<file path="config.mk">
export PLATFORM = sky130hd
export DESIGN_NAME = puv_fifo
export DESIGN_NICKNAME = d
export VERILOG_FILES = /design/src/rtl/core/puv_pkg.sv /design/src/rtl/core/puv_fifo.sv
export SDC_FILE = /design/constraint.sdc
export NUM_CORES = 1
export LEC_CHECK = 0
export BUFFER_PORTS_ARGS = -buffer_cell sky130_fd_sc_hd__buf_2
export CAP_MARGIN = 30
export CORE_MARGIN = 10
export CORE_UTILIZATION = 57
export DETAILED_ROUTE_END_ITERATION = 16
export GPL_ROUTABILITY_DRIVEN = 0
export MAX_ROUTING_LAYER = met4
export PLACE_DENSITY = 0.84
export SYNTH_ARGS = -nofsm -noshare
export SYNTH_HDL_FRONTEND = slang
export SYNTH_SLANG_ARGS = --single-unit
</file>
<file path="constraint.sdc">
create_clock -name clk_i -period 5.93 [get_ports clk_i]
set_input_delay 1.186 -clock clk_i [delete_from_list [all_inputs] [get_ports clk_i]]
set_output_delay 1.186 -clock clk_i [all_outputs]
set_load 0.02 [all_outputs]
</file>
<file path="src/rtl/core/puv_pkg.sv">
// Shared types, constants and helpers of the planar UV projection core.
`default_nettype none
package puv_pkg;

  localparam int CFG_IDX_W     = 3;
  localparam int CFG_DATA_W    = 32;
  localparam int POS_W         = 32;
  localparam int TRIG_W        = 16;
  localparam int TEX_W         = 20;
  localparam int DIFF_W        = POS_W + 1;
  localparam int DIV_W         = 32;
  localparam int FRAC_W        = 16;
  localparam int NUM_W         = DIFF_W + FRAC_W;
  localparam int QUOT_W        = 32;
  localparam int ROT_W         = 51;
  localparam int BACK_LAT      = NUM_W + 5;
  localparam int QUEUE_DEPTH   = 4;
  localparam int SETTLE_CYCLES = 3;

  localparam logic [DIV_W-1:0]         ONE_Q16   = 32'd65536;
  localparam logic signed [DIFF_W-1:0] HALF_Q16  = 33'sd32768;
  localparam logic signed [ROT_W-1:0]  HALF_ROT  = 51'sd32768;
  localparam logic signed [ROT_W-1:0]  ROUND_Q14 = 51'sd8192;
  localparam logic signed [ROT_W-1:0]  OUT_MAX   = 51'sd524287;
  localparam logic signed [ROT_W-1:0]  OUT_MIN   = -51'sd524288;
  localparam logic signed [TRIG_W-1:0] COS_RESET = 16'sd16384;

  typedef enum logic [CFG_IDX_W-1:0] {
    REG_MIN_X, REG_MIN_Y, REG_MIN_Z,
    REG_MAX_X, REG_MAX_Y, REG_MAX_Z,
    REG_COS, REG_SIN
  } cfg_reg_e;

  typedef enum logic [1:0] {PLANE_XY, PLANE_XZ, PLANE_YZ} plane_e;

  typedef struct packed {
    logic signed [DIFF_W-1:0] diff_u;
    logic signed [DIFF_W-1:0] diff_v;
    logic [DIV_W-1:0]         div_u;
    logic [DIV_W-1:0]         div_v;
  } work_t;

  typedef struct packed {
    logic signed [TRIG_W-1:0] cos_v;
    logic signed [TRIG_W-1:0] sin_v;
  } rot_t;

  function automatic logic signed [TEX_W-1:0] sat_tex(input logic signed [ROT_W-1:0] x);
    logic signed [TEX_W-1:0] r;
    if (x > OUT_MAX) begin
      r = OUT_MAX[TEX_W-1:0];
    end else if (x < OUT_MIN) begin
      r = OUT_MIN[TEX_W-1:0];
    end else begin
      r = x[TEX_W-1:0];
    end
    return r;
  endfunction

endpackage
`default_nettype wire

</file>
<file path="src/rtl/core/puv_fifo.sv">
// Short queue of prepared items between the front end and the divider pipeline.
`default_nettype none
module puv_fifo #(
  parameter int Depth = puv_pkg::QUEUE_DEPTH
) (
  input  wire logic           clk_i,
  input  wire logic           rst_ni,
  input  wire logic           push_i,
  input  puv_pkg::work_t      data_i,
  output logic                full_o,
  output logic                valid_o,
  output puv_pkg::work_t      data_o,
  input  wire logic           pop_i
);

  localparam int PtrW = (Depth > 1) ? $clog2(Depth) : 1;
  localparam int CntW = $clog2(Depth + 1);

  puv_pkg::work_t mem_q [Depth];
  logic [PtrW-1:0] wr_q, rd_q;
  logic [CntW-1:0] cnt_q;

  assign full_o  = (cnt_q == CntW'(Depth));
  assign valid_o = (cnt_q != '0);
  assign data_o  = mem_q[rd_q];

  always_ff @(posedge clk_i) begin
    if (push_i) begin
      mem_q[wr_q] <= data_i;
    end
  end

  always_ff @(posedge clk_i or negedge rst_ni) begin
    if (!rst_ni) begin
      wr_q  <= '0;
      rd_q  <= '0;
      cnt_q <= '0;
    end else begin
      if (push_i) begin
        wr_q <= (wr_q == PtrW'(Depth - 1)) ? '0 : wr_q + 1'b1;
      end
      if (pop_i) begin
        rd_q <= (rd_q == PtrW'(Depth - 1)) ? '0 : rd_q + 1'b1;
      end
      if (push_i && !pop_i) begin
        cnt_q <= cnt_q + 1'b1;
      end else if (pop_i && !push_i) begin
        cnt_q <= cnt_q - 1'b1;
      end
    end
  end

  a_cnt_bound: assert property (@(posedge clk_i) disable iff (!rst_ni)
    cnt_q <= CntW'(Depth))
    else $error("queue count beyond depth");

  a_pop_nonempty: assert property (@(posedge clk_i) disable iff (!rst_ni)
    pop_i |-> valid_o)
    else $error("pop from an empty queue");

endmodule
`default_nettype wire

</file>
==> results by group <==
Routing
  • DRC viols: 0
  • Detailed Route WL: a little under 40 mm
  • DRT antenna net count: 0
  • DR vias/cell: 5.70
  • Wire per inst: around 26 um
  • Via count: 8620
  • Total iterations of the first detailed-routing run: 5
  • DR iter-0 viols: roughly 790

Timing
  • Max Slew Vio Count: 0
  • Setup TNS: 0 ns
  • Fin crit period: ~4.0 ns
  • Tightest Pin Transition: 0.938 ns
  • Final WS setup: 1.92 ns
  • Final setup fails: 0
  • Clk_skew: 0.0179 ns
  • RSZ-0062 raised after global routing: no
  • Fin crit share: 0.676
  • Hold violation count in the final report: 0
  • Slew HR: 0.375
  • Fmax: between 200 and 250 MHz

Outcome
  • Status: finished clean

Power
  • Max VDD drop: about 0.36 mV
  • PD cells: 519 mW/mm^2
  • Leakage: 7.74 nW

Critical path
  • Crit path largest cell delay: 0.80 ns
  • Worst Path Required: 4.74 ns
  • Crit path cell chain: buf_4, mux4_2, buf_2
  • Critical path arrival: 2.82 ns
  • Kind of critical path: reg -> out
  • Slowest CP cell: dfrtp_4
  • Kind of end point of the critical path: output pin
  • Critical path launch point type: flop
  • Critical path fanouts, max: 30

Hold path
  • Hold Path Class: in -> async

Job
  • Max-cap violations: 0

Cells and area
  • Share of layout cells above drive strength 1: 0.460
  • Total Nets Final: 1152
  • Post-Layout Cell Count: 1512
  • Area Growth Syn to Fin: 18.7%
  • Final instance area: 0.0228 sq mm

Logic synthesis
  • Cells after Synth: 717
  • Post-synthesis sequential area ratio: 0.824
  • Post-Syn Area: about 0.019 sq mm
  • Main flop type after synthesis: edfxtp_1
  • Netlist cell types: 19
  • Ranking of synthesized cells by area: edfxtp_1 81%, mux4_2 15%, dfrtp_1 0.91%
  • Post-synth top area cell: edfxtp_1
  • EDFF count, synth: 520
  • Synth top area share: 0.815
  • Syn avg cell area: 26.7 sq um
  • Synth Register Bits: between 500 and 600
  • Synthesis Warnings: 0
  • Mapped Nets: 858
  • Post-synth top cells: 520 x edfxtp_1, 130 x mux4_2, 15 x buf_2
  • Post-synth ARST share: 0.0133
  • Count leader, synth: edfxtp_1

Floorplan
  • Core ar.: 0.0334 sq mm
  • Die H: 203 um
  • Row count: 67
  • Initial Utilization: 0.574
  • Die area: 0.0414 sq mm
  • Die X: just over 200 um
  • Boundary pin count: 266

GRT
  • All-Layer GR Usage: 0.196
  • Antenna violations before repair: 11
  • Vias in the first global route: 9438
  • Global-route wire length before repair: 59.7 mm
  • Overflow after GRT: 0
  • Largest net degree at the start of global routing: 81

Clock tree
  • Deepest clock path buffer count: 3
  • H-tree depth: 2
  • Root buf cell: clkbuf_16
  • Post-CTS Resized: 0
  • Clk_lat worst skew: 0.56 ns
  • Cts-stage hold buffer count: 0
  • TritonCTS Buffers: 50
  • Post-CTS Setup Repair Bufs: 0
  • CTS tree: yes
  • CTS clock-pin slew for the worst setup and hold paths: 0.06 ns
  • Sink Count: 527

Place
  • Cells after DPL: 1407
  • Pre-CTS worst setup slack: 2.43 ns
  • Count of input and output buffers: roughly 270
  • Detailed placer's ending HPWL: 23.7 mm
  • Area after DPL: 0.0210 sq mm
[cell families (layout without fill, tap and decap cells)]
| kind of cell | count (synthesis) | in the layout | share of synthesized area |
|---|---|---|---|
| compound gates | 2 | 2 | 0.000522 |
| xor+xnor | 3 | 3 | 0.00137 |
| fa+ha+maj | 7 | 7 | 0.00496 |
| buf+inv | 34 | 367 | 0.0118 |
| flops | 527 | 527 | 0.824 |
| mux | 133 | 133 | 0.155 |
| other cells | 0 | 14 | 0 |
| simple gates | 11 | 11 | 0.00300 |
[worst max-delay path, delay by kind of cell (launching register included)]
family / cells / cell delay, ns
mux: 1 / 0.60
flops: 1 / 0.80
buf+inv: 2 / 0.80
[sequential cells by signal, indices dropped and copies added, names as in the netlist]
signal and cells:
rd_q 2, mem_q 520, wr_q 2, cnt_q 3
[power breakdown]
part / internal (mW) / total (mW) / switching (mW)
logic: 1.39 / 3.41 / 2.02
registers: 4.78 / 5.08 / 0.304
clock network: 2.01 / 3.31 / 1.30
total: 8.18 / 11.8 / 3.63
[layout by cell type (no fill, tap or decap), types with 2 or more instances in the layout]
cell / instances
dfrtp_4: 2
buf_12: 6
inv_1: 4
o21ai_0: 2
edfxtp_1: 520
bufinv_16: 9
clkbuf_16: 53
inv_6: 2
clkinv_1: 13
mux4_2: 130
xor2_1: 2
clkinvlp_4: 3
and2_4: 4
ha_1: 6
clkbuf_1: 6
clkinv_2: 5
buf_2: 265
dfrtp_1: 5
diode_2: 14
mux2_2: 3
nor2_1: 3
nand2_1: 2
[stage by stage]
step           power (mW)  hold slack, ns  utilization
2_1_floorplan        7.53           0.449            -
3_3_place_gp         8.52           0.466        0.629
3_5_place_dp         8.62           0.494        0.629
4_1_cts              12.0           0.438        0.681
5_1_grt              12.3           0.443        0.682
6_report             11.8           0.457        0.682
[layout make-up]
type | count | area (sq um)
repair buffers | 272 | 1450
clock inverters | 32 | 384
inverters | 4 | 15.0
multi-input cells | 156 | 3160
fillers | 2007 | 10600
diodes | 14 | 35.0
clock buffers | 59 | 1350
well taps | 448 | 561
flip-flops and latches | 527 | 15800
[metal layers]
metal | vias up | wire, um | global-route usage
met5 | - | 0 | -
met4 | 0 | 563 | 0.0416
met3 | 51 | 3320 | 0.0606
met2 | 341 | 19800 | 0.309
met1 | 4521 | 15600 | 0.249
li1 | 3707 | - | -
[path summary, 6_finish.rpt]
check,slack (ns),startpoint,end,depth (start not counted)
max,1.92,rd_q[0],data_o[47],3
min,0.46,rst_ni,cnt_q[2],1
max reg2reg,3.66,wr_q[1],mem_q[1][47],4
min reg2reg,0.50,cnt_q[2],cnt_q[2],1
max in group asynchronous,5.30,rst_ni,rd_q[0],1
min in group clk_i,0.50,cnt_q[2],cnt_q[2],1
(Power assumes the default switching activity.)
